===== config.mk =====
export PLATFORM = sky130hd
export DESIGN_NAME = ljcpe_ctrl
export DESIGN_NICKNAME = d
export VERILOG_FILES = /design/src/rtl/ljcpe_pkg.sv /design/src/rtl/ljcpe_ctrl.sv
export SDC_FILE = /design/constraint.sdc
export NUM_CORES = 1
export LEC_CHECK = 0
export BUFFER_PORTS_ARGS = -buffer_cell sky130_fd_sc_hd__buf_2
export CORE_MARGIN = 2
export CORE_UTILIZATION = 49
export DETAILED_ROUTE_END_ITERATION = 12
export GPL_TIMING_DRIVEN = 0
export PLACE_DENSITY = 0.84
export RECOVER_POWER = 100
export SYNTH_ARGS = -nofsm -noshare
export SYNTH_HDL_FRONTEND = slang
export SYNTH_SLANG_ARGS = --single-unit

===== constraint.sdc =====
create_clock -name clk -period 5.05 [get_ports clk]
set_input_delay 1.2625 -clock clk [delete_from_list [all_inputs] [get_ports clk]]
set_output_delay 1.2625 -clock clk [all_outputs]
set_load 0.02 [all_outputs]

===== src/rtl/ljcpe_pkg.sv =====
`timescale 1ns / 1ps
`default_nettype none

package ljcpe_pkg;

  // Number formats.
  localparam int FRAC_BITS  = 16;
  localparam int SUM_WIDTH  = 48;
  localparam int OUT_W      = 48;
  localparam int IN_DW      = 160;
  localparam int OUT_DW     = 104;
  localparam int SCALE_BITS = 19;

  // Arithmetic constants.
  localparam logic [47:0] R2_FLOOR    = 48'd429497;
  localparam logic [31:0] COULOMB_Q24 = 32'd2330950155;
  localparam logic [63:0] SAT_Q24     = 64'h4000_0000_0000_0000;
  localparam logic [63:0] ENERGY_CAP  = 64'd1000000 << FRAC_BITS;
  localparam int EN_W  = $clog2(ENERGY_CAP + 64'd1);
  localparam int TOT_W = EN_W + 2;
  localparam int SC_W  = SCALE_BITS + 1;

  // Right shifts applied after each product.
  localparam logic [5:0] SH_Q24   = 6'd24;
  localparam logic [5:0] SH_VDW   = 6'(40 - FRAC_BITS);
  localparam logic [5:0] SH_ELEC  = 6'(56 - FRAC_BITS);
  localparam logic [5:0] SH_SCALE = 6'(SCALE_BITS);

  // Datapath operation codes.
  typedef logic [4:0] op_t;
  localparam op_t OP_NONE  = 5'd0;
  localparam op_t OP_FAULT = 5'd1;
  localparam op_t OP_WRAPX = 5'd2;
  localparam op_t OP_WRAPY = 5'd3;
  localparam op_t OP_WRAPZ = 5'd4;
  localparam op_t OP_SQX   = 5'd5;
  localparam op_t OP_SQY   = 5'd6;
  localparam op_t OP_SQZ   = 5'd7;
  localparam op_t OP_FLOOR = 5'd8;
  localparam op_t OP_DIVS  = 5'd9;
  localparam op_t OP_S2    = 5'd10;
  localparam op_t OP_S3    = 5'd11;
  localparam op_t OP_S6    = 5'd12;
  localparam op_t OP_VM    = 5'd13;
  localparam op_t OP_SQRT  = 5'd14;
  localparam op_t OP_DIVW  = 5'd15;
  localparam op_t OP_EM    = 5'd16;
  localparam op_t OP_DIVSC = 5'd17;
  localparam op_t OP_SCV   = 5'd18;
  localparam op_t OP_SCE   = 5'd19;
  localparam op_t OP_ACC   = 5'd20;
  localparam op_t OP_EMIT  = 5'd21;

  typedef struct packed {
    logic        cutoff_en;
    logic [47:0] cutoff_sq;
    logic        use_pbc;
    logic [22:0] box_x;
    logic [22:0] box_y;
    logic [22:0] box_z;
  } cfg_t;

  typedef struct packed {
    logic load;
    logic go;
    op_t  op;
  } cmd_t;

  typedef struct packed {
    logic done;
    logic pbc;
    logic fault;
    logic skip;
    logic scale;
    logic last;
    logic out_free;
  } sts_t;

endpackage

`default_nettype wire


===== src/rtl/ljcpe_ctrl.sv =====
`timescale 1ns / 1ps
`default_nettype none

// Sequencer: walks one pair through the datapath operations.
module ljcpe_ctrl (
  input  wire logic            clk,
  input  wire logic            rst,
  input  wire logic            in_valid,
  output logic                 in_ready,
  input  wire ljcpe_pkg::sts_t sts,
  output ljcpe_pkg::cmd_t      cmd
);

  localparam logic [4:0] S_IDLE  = 5'd0;
  localparam logic [4:0] S_START = 5'd1;
  localparam logic [4:0] S_FAULT = 5'd2;
  localparam logic [4:0] S_WRAPX = 5'd3;
  localparam logic [4:0] S_WRAPY = 5'd4;
  localparam logic [4:0] S_WRAPZ = 5'd5;
  localparam logic [4:0] S_SQX   = 5'd6;
  localparam logic [4:0] S_SQY   = 5'd7;
  localparam logic [4:0] S_SQZ   = 5'd8;
  localparam logic [4:0] S_CHECK = 5'd9;
  localparam logic [4:0] S_FLOOR = 5'd10;
  localparam logic [4:0] S_DIVS  = 5'd11;
  localparam logic [4:0] S_S2    = 5'd12;
  localparam logic [4:0] S_S3    = 5'd13;
  localparam logic [4:0] S_S6    = 5'd14;
  localparam logic [4:0] S_VM    = 5'd15;
  localparam logic [4:0] S_SQRT  = 5'd16;
  localparam logic [4:0] S_DIVW  = 5'd17;
  localparam logic [4:0] S_EM    = 5'd18;
  localparam logic [4:0] S_CHKSC = 5'd19;
  localparam logic [4:0] S_DIVSC = 5'd20;
  localparam logic [4:0] S_SCV   = 5'd21;
  localparam logic [4:0] S_SCE   = 5'd22;
  localparam logic [4:0] S_ACC   = 5'd23;
  localparam logic [4:0] S_FIN   = 5'd24;

  logic [4:0]     state;
  logic [4:0]     state_next;
  logic           pend;
  logic           multi;
  ljcpe_pkg::op_t op;

  // Operation and next state for each step.
  always_comb begin
    op         = ljcpe_pkg::OP_NONE;
    multi      = 1'b0;
    state_next = state;
    case (state)
      S_IDLE: begin
        if (in_valid) begin
          state_next = S_START;
        end
      end
      S_START: begin
        if (sts.pbc) begin
          state_next = sts.fault ? S_FAULT : S_WRAPX;
        end else begin
          state_next = S_SQX;
        end
      end
      S_FAULT: begin
        op         = ljcpe_pkg::OP_FAULT;
        state_next = S_FIN;
      end
      S_WRAPX: begin
        op    = ljcpe_pkg::OP_WRAPX;
        multi = 1'b1;
        if (sts.done) state_next = S_WRAPY;
      end
      S_WRAPY: begin
        op    = ljcpe_pkg::OP_WRAPY;
        multi = 1'b1;
        if (sts.done) state_next = S_WRAPZ;
      end
      S_WRAPZ: begin
        op    = ljcpe_pkg::OP_WRAPZ;
        multi = 1'b1;
        if (sts.done) state_next = S_SQX;
      end
      S_SQX: begin
        op         = ljcpe_pkg::OP_SQX;
        state_next = S_SQY;
      end
      S_SQY: begin
        op         = ljcpe_pkg::OP_SQY;
        state_next = S_SQZ;
      end
      S_SQZ: begin
        op         = ljcpe_pkg::OP_SQZ;
        state_next = S_CHECK;
      end
      S_CHECK: begin
        state_next = sts.skip ? S_FIN : S_FLOOR;
      end
      S_FLOOR: begin
        op         = ljcpe_pkg::OP_FLOOR;
        state_next = S_DIVS;
      end
      S_DIVS: begin
        op    = ljcpe_pkg::OP_DIVS;
        multi = 1'b1;
        if (sts.done) state_next = S_S2;
      end
      S_S2: begin
        op    = ljcpe_pkg::OP_S2;
        multi = 1'b1;
        if (sts.done) state_next = S_S3;
      end
      S_S3: begin
        op    = ljcpe_pkg::OP_S3;
        multi = 1'b1;
        if (sts.done) state_next = S_S6;
      end
      S_S6: begin
        op    = ljcpe_pkg::OP_S6;
        multi = 1'b1;
        if (sts.done) state_next = S_VM;
      end
      S_VM: begin
        op    = ljcpe_pkg::OP_VM;
        multi = 1'b1;
        if (sts.done) state_next = S_SQRT;
      end
      S_SQRT: begin
        op    = ljcpe_pkg::OP_SQRT;
        multi = 1'b1;
        if (sts.done) state_next = S_DIVW;
      end
      S_DIVW: begin
        op    = ljcpe_pkg::OP_DIVW;
        multi = 1'b1;
        if (sts.done) state_next = S_EM;
      end
      S_EM: begin
        op    = ljcpe_pkg::OP_EM;
        multi = 1'b1;
        if (sts.done) state_next = S_CHKSC;
      end
      S_CHKSC: begin
        state_next = sts.scale ? S_DIVSC : S_ACC;
      end
      S_DIVSC: begin
        op    = ljcpe_pkg::OP_DIVSC;
        multi = 1'b1;
        if (sts.done) state_next = S_SCV;
      end
      S_SCV: begin
        op    = ljcpe_pkg::OP_SCV;
        multi = 1'b1;
        if (sts.done) state_next = S_SCE;
      end
      S_SCE: begin
        op    = ljcpe_pkg::OP_SCE;
        multi = 1'b1;
        if (sts.done) state_next = S_ACC;
      end
      S_ACC: begin
        op         = ljcpe_pkg::OP_ACC;
        state_next = S_FIN;
      end
      S_FIN: begin
        if (!sts.last) begin
          state_next = S_IDLE;
        end else if (sts.out_free) begin
          op         = ljcpe_pkg::OP_EMIT;
          state_next = S_IDLE;
        end
      end
      default: begin
        state_next = S_IDLE;
      end
    endcase
  end

  // A multi-cycle step is launched once, then waits for its done pulse.
  always_comb begin
    in_ready = (state == S_IDLE);
    cmd.load = in_valid && in_ready;
    cmd.op   = op;
    cmd.go   = multi ? !pend : (op != ljcpe_pkg::OP_NONE);
  end

  always_ff @(posedge clk) begin
    if (rst) begin
      state <= S_IDLE;
      pend  <= 1'b0;
    end else begin
      state <= state_next;
      pend  <= multi && !sts.done && (pend || cmd.go);
    end
  end

endmodule

`default_nettype wire

==> results of run 1 <==
-- state kept, by name, summed over array words and instances, names as in the netlist --
| signal | cells |
|---|---|
| pend | 1 |
| state | 5 |
-- synth_stat cells (all sizes together), types with 2 or more instances --
| master | instances |
|---|---|
| nand3 | 2 |
| o22ai | 2 |
| a41oi | 2 |
| o21a | 2 |
| nand2b | 4 |
| a2bb2oi | 3 |
| a21oi | 12 |
| clkbuf | 2 |
| and2 | 2 |
| a31oi | 3 |
| buf | 7 |
| nand2 | 13 |
| nor2 | 11 |
| dfxtp | 6 |
| a211oi | 3 |
| nor2b | 2 |
| o221a | 2 |
| inv | 4 |
| and2b | 3 |
| o21ai | 4 |
-- layer usage --
metal	GRT usage (%)	share of wire, %	vias up
met2	37.9	47	52
met4	13.3	2.2	0
met1	30.9	43	385
met5	0	0	-
li1	-	-	434
met3	1.22	7.9	6
-- kinds of logic after synthesis --
group | synth area share [%]
buf+inv | 10.4
compound gates | 41.9
simple gates | 31.5
xor+xnor | 1.10
flops | 15.1
-- worst max-delay path, stage by stage --
cell and delay, ns:
clkbuf_1 0.11, nand4_1 0.19, o221a_2 0.20, a41oi_1 0.21, clkbuf_1 0.25
-- stage by stage --
step / instance area (um2) / util, % / power, mW / setup WS [ns] / hold WS (ns)
floorplan: 795 / - / 0.583 / 1.77 / 0.726
global placement: 900 / 59.7 / 0.706 / 1.70 / 0.782
detailed placement: 900 / 59.7 / 0.721 / 1.64 / 0.803
CTS: 922 / 61.2 / 0.768 / 1.64 / 0.816
global route: 882 / 58.6 / 0.798 / 1.36 / 0.830
finish: 882 / 58.6 / 0.733 / 1.56 / 0.796
-- worst min-delay path by stage --
stage / startpoint / to / slack (ns) / depth (start not counted)
final: state[1]$_SDFFE_PP0P_ / state[1]$_SDFFE_PP0P_ / 0.80 / 2
after global routing: state[1]$_SDFFE_PP0P_ / state[1]$_SDFFE_PP0P_ / 0.83 / 2
after detailed placement: state[1]$_SDFFE_PP0P_ / state[1]$_SDFFE_PP0P_ / 0.80 / 2
after CTS: state[1]$_SDFFE_PP0P_ / state[1]$_SDFFE_PP0P_ / 0.82 / 2
after global placement: state[1]$_SDFFE_PP0P_ / state[1]$_SDFFE_PP0P_ / 0.78 / 2
after floorplan: state[1]$_SDFFE_PP0P_ / state[1]$_SDFFE_PP0P_ / 0.73 / 2
-- cell type report --
cell class / count / area [um2] / share of cell area [%]
clock buffer: 3 / 22.5 / 2.55
inverter: 5 / 18.8 / 2.13
multi-input combinational: 87 / 562 / 63.7
buffer: 9 / 61.3 / 6.95
timing repair buffer: 17 / 77.6 / 8.79
tap: 16 / 20.0 / 2.27
sequential: 6 / 120 / 13.6
-- power by group through the flow --
stage	clock, mW	sequential [mW]	combinational (mW)
finish	0.0425	0.0868	0.604
global route	0.0464	0.0898	0.662
CTS	0.0452	0.0875	0.635
detailed placement	0	0.0883	0.633
global placement	0	0.0870	0.619
floorplan	0	0.0848	0.498
==> flow_summary.yaml, run 1 <==
synthesis:
  synth_cell_types: 46
  syn_nets: 117
  syn_inst: 107
  synth_edf_count: 0
  syn-mean-instance-area_um2: 7.43
  synth_warnings: 0
  async_reset_ff_share_pct: 0
  yosysSeqAreaShare_pct: 15.1
  synth_area_um2: 795
  synth_area_leader_cell: "dfxtp_1"
  synthFlopType: "dfxtp_1"
  ys_seq_elements: 6
  synth_top_area_share_pct: 15.1
  synthTopCellsByArea: "dfxtp_1 (15%), a21oi_1 (7.6%), nand2_1 (6.1%)"
cells_and_area:
  area_delta_synth_final_pct: 11.0
  drive_above_1_share_pct: 22.0
  fillers: 157
  final_cell_mix: "nand2_1 (13), buf_2 (12), a21oi_1 (12)"
  antenna_cells: 0
  final_common_cell: "nand2_1"
  finalNonFillerCells: 143
  nNetsFinal: 139
global_route:
  antenna_found_initial: 0
  grt_overflow: 0
  grt_pass1_wl_um: 3460
  grt_max_degree: 11
  grt_pass1_vias: 795
  grt.total_usage_pct: 23.5
floorplanning:
  placementRows: 14
  die_area_um2: 1960
  pin_count: 18
  core_area_um2: 1510
  initial_core_util_pct: 52.7
  dieHeight_um: 44.3
  fp.dieW_um: 44.3
worst_hold_path:
  hp-class: "reg -> reg"
worst_setup_path:
  endpoint: "cmd[5]"
  endpoint_kind: "primary output"
  setup.worst_path.class: "in -> out"
  rr_startpoint: "state[1]$_SDFFE_PP0P_"
  crit_path_max_fanout: 4
  arrival_ns: 2.23
  worstSetupStartpoint: "sts[1]"
  r2r.worst_path.cells: 5
  critPathLaunchType: "input port"
  crit_required_ns: 3.79
  r2r_slack_ns: 3.11
  rr_endpoint: "state[3]$_SDFFE_PP0P_"
place:
  place_congestion: 0.897
  post-place-cells: 140
  io_buffers: 17
  dp_hpwl_um: 1490
run_status:
  outcome: "finished, final reports clean"
detailed_routing:
  ant_nets: 0
  vias: 877
  dr.first_iter.drc_count: 28
  post_drt_via_cell_ratio: 6.13
  drc: 0
  wirelength_um: 2000
  routedWlPerCell_um: 14.0
  first_pass_iters: 4
timing:
  hold_viol_final: 0
  max_freq_ghz: 0.287
  min_period_ns: 3.49
  period_share_pct: 69.1
  setup-violations-final: 0
  max_slew.worst_pin.slew_ns: 0.567
  slew_headroom_pct: 62.1
  skew_ns: 0.00284
  rsz0062_at_grt: "false"
  fin_tns_setup_ns: 0
  slew_viol_final: 0
cts:
  cts.repair.resized: 0
  clockBufferDepth: 2
  cts_buffers: 3
  cts_hold_buf: 0
  htreeDepth: 1
  cts_root_buf: "clkbuf_4"
  tritoncts: "built"
  path_clk_slew_ns: 0.04
  cts_setup_buffers: 0
  cts.sinks: 6
  clkLatencyLatePin_ns: 0.24
pwr:
  power_density_nw_per_um2: 831
  internal_power_mw: 0.327
  p_leak_nw: 0.368
  comb_power_share_pct: 82.4
  p_seq_share_pct: 11.8
  switching_share_pct: 55.4
  p_switching_mw: 0.406
  p_clk_share_pct: 5.8
  ir_drop_mv: 0.415
flow_run:
  drv_cap: 0
Power figures use the tool's default switching activity.
==> run 2, diff against run 1 <==
- CORE_UTILIZATION: 49 -> 47
- PLACE_DENSITY: 0.84 -> 0.85
- clock period: 5.05 -> 2.95 ns (I/O delays scaled with it)
==> run 2 against run 1 <==
  * Combinational power is 75% higher
  * Sequential power rose by 69%
  * Non-clock buffer count unchanged
  * Hold slack got worse by 0.032 ns
  * Final cell count stayed put
  * Highest routed layer unchanged
==> flow_summary.yaml, run 2 (synthesis gave the netlist of run 1 again) <==
detailed_routing:
  drc: 0
  ant_nets: 0
  routedWlPerCell_um: 13.6
  vias: 865
  first_pass_iters: 4
  dr.first_iter.drc_count: 36
  post_drt_via_cell_ratio: 6.05
  wirelength_um: 1940
floorplanning:
  placementRows: 14
  pin_count: 18
  initial_core_util_pct: 51.5
  fp.dieW_um: 45.1
  die_area_um2: 2040
  core_area_um2: 1540
  dieHeight_um: 45.1
worst_setup_path:
  crit_required_ns: 2.21
  setup.worst_path.class: "reg -> out"
  crit_path_max_fanout: 9
  arrival_ns: 2.01
  endpoint_kind: "primary output"
  critPathLaunchType: "flip-flop"
pwr:
  power_density_nw_per_um2: 1410
  finalPower_mw: 1.28
  ir_drop_mv: 0.628
  p_leak_nw: 0.389
cells_and_area:
  nNetsFinal: 139
  finalNonFillerCells: 143
  largest_register: "state"
  largest_reg_flops: 5
  final_common_cell: "buf_2"
  antenna_cells: 0
  drive_above_1_share_pct: 26.8
  area_delta_synth_final_pct: 14.0
  top_regs: "state x5, pend x1"
  final_cell_mix: "buf_2 (17), nand2_1 (13), a21oi_1 (12)"
global_route:
  grt_max_degree: 11
  grt_pass1_wl_um: 3320
  grt_overflow: 0
  grt.total_usage_pct: 22.3
  grt_pass1_vias: 761
  antenna_found_initial: 0
flow_run:
  drv_cap: 0
timing:
  period_share_pct: 93.0
  hold_viol_final: 0
  slew_viol_final: 0
  slew_headroom_pct: 68.8
  max_freq_ghz: 0.364
  max_slew.worst_pin.slew_ns: 0.467
  rsz0062_at_grt: "false"
  skew_ns: 0.00165
  setup-violations-final: 0
  fin_tns_setup_ns: 0
  min_period_ns: 2.74
  whs_ns: 0.765
place:
  place_congestion: 0.894
  post-place-cells: 140
  io_buffers: 17
  dp_hpwl_um: 1500
cts:
  cts.sinks: 6
  htreeDepth: 1
  cts_setup_buffers: 0
  path_clk_slew_ns: 0.04
  clockBufferDepth: 2
  cts_buffers: 3
  tritoncts: "built"
  cts_hold_buf: 0
  clkLatencyLatePin_ns: 0.24
  cts_root_buf: "clkbuf_4"
  cts.repair.resized: 0
worst_hold_path:
  hp-class: "in -> reg"
run_status:
  outcome: "finished, final reports clean"
run 2: final cells by class:
class / instances / area, um2
repair buffers: 17 / 81.3
plain buffers: 9 / 63.8
fillers: 141 / 636
inverters: 5 / 18.8
flip-flops and latches: 6 / 120
multi-input cells: 87 / 579
well taps: 16 / 20.0
clock buffers: 3 / 22.5
run 2: power by group:
group          internal, mW  switching (mW)
Clock                0.0458          0.0263
Sequential            0.117          0.0305
Combinational         0.419           0.639
Total                 0.581           0.695
run 2: worst max-delay path: stages (launching register included):
cell	delay (ns)
dfxtp_1	0.30
buf_6	0.13
nor2_1	0.37
xor2_1	0.21
a21oi_1	0.10
o221a_2	0.26
a41oi_1	0.21
buf_2	0.20
run 2: metrics by stage:
stage	instance area (um2)	utilization [%]	setup WS (ns)
finish	906	58.8	0.206
CTS	922	59.8	0.345
floorplan	795	-	0.708
detailed placement	900	58.4	0.605
global placement	900	58.4	0.642
global route	906	58.8	0.144
run 2: final timing paths:
path,start,end,slack (ns),cells after the start
max,state[2]$_SDFFE_PP0P_,cmd[5],0.21,7
min,rst,state[4]$_SDFFE_PP0P_,0.76,2
max reg2reg,state[2]$_SDFFE_PP0P_,state[1]$_SDFFE_PP0P_,1.11,6
min reg2reg,state[1]$_SDFFE_PP0P_,state[1]$_SDFFE_PP0P_,0.78,2
run 2: routing by layer:
layer / global-route usage, % / wire length (um) / part of all wire (%) / vias up
li1: - / - / - / 431
met5: 0 / 0 / 0 / -
met3: 2.00 / 154 / 7.9 / 6
met2: 37.7 / 927 / 48 / 45
met4: 12.9 / 53 / 2.7 / 0
met1: 27.3 / 805 / 41 / 383
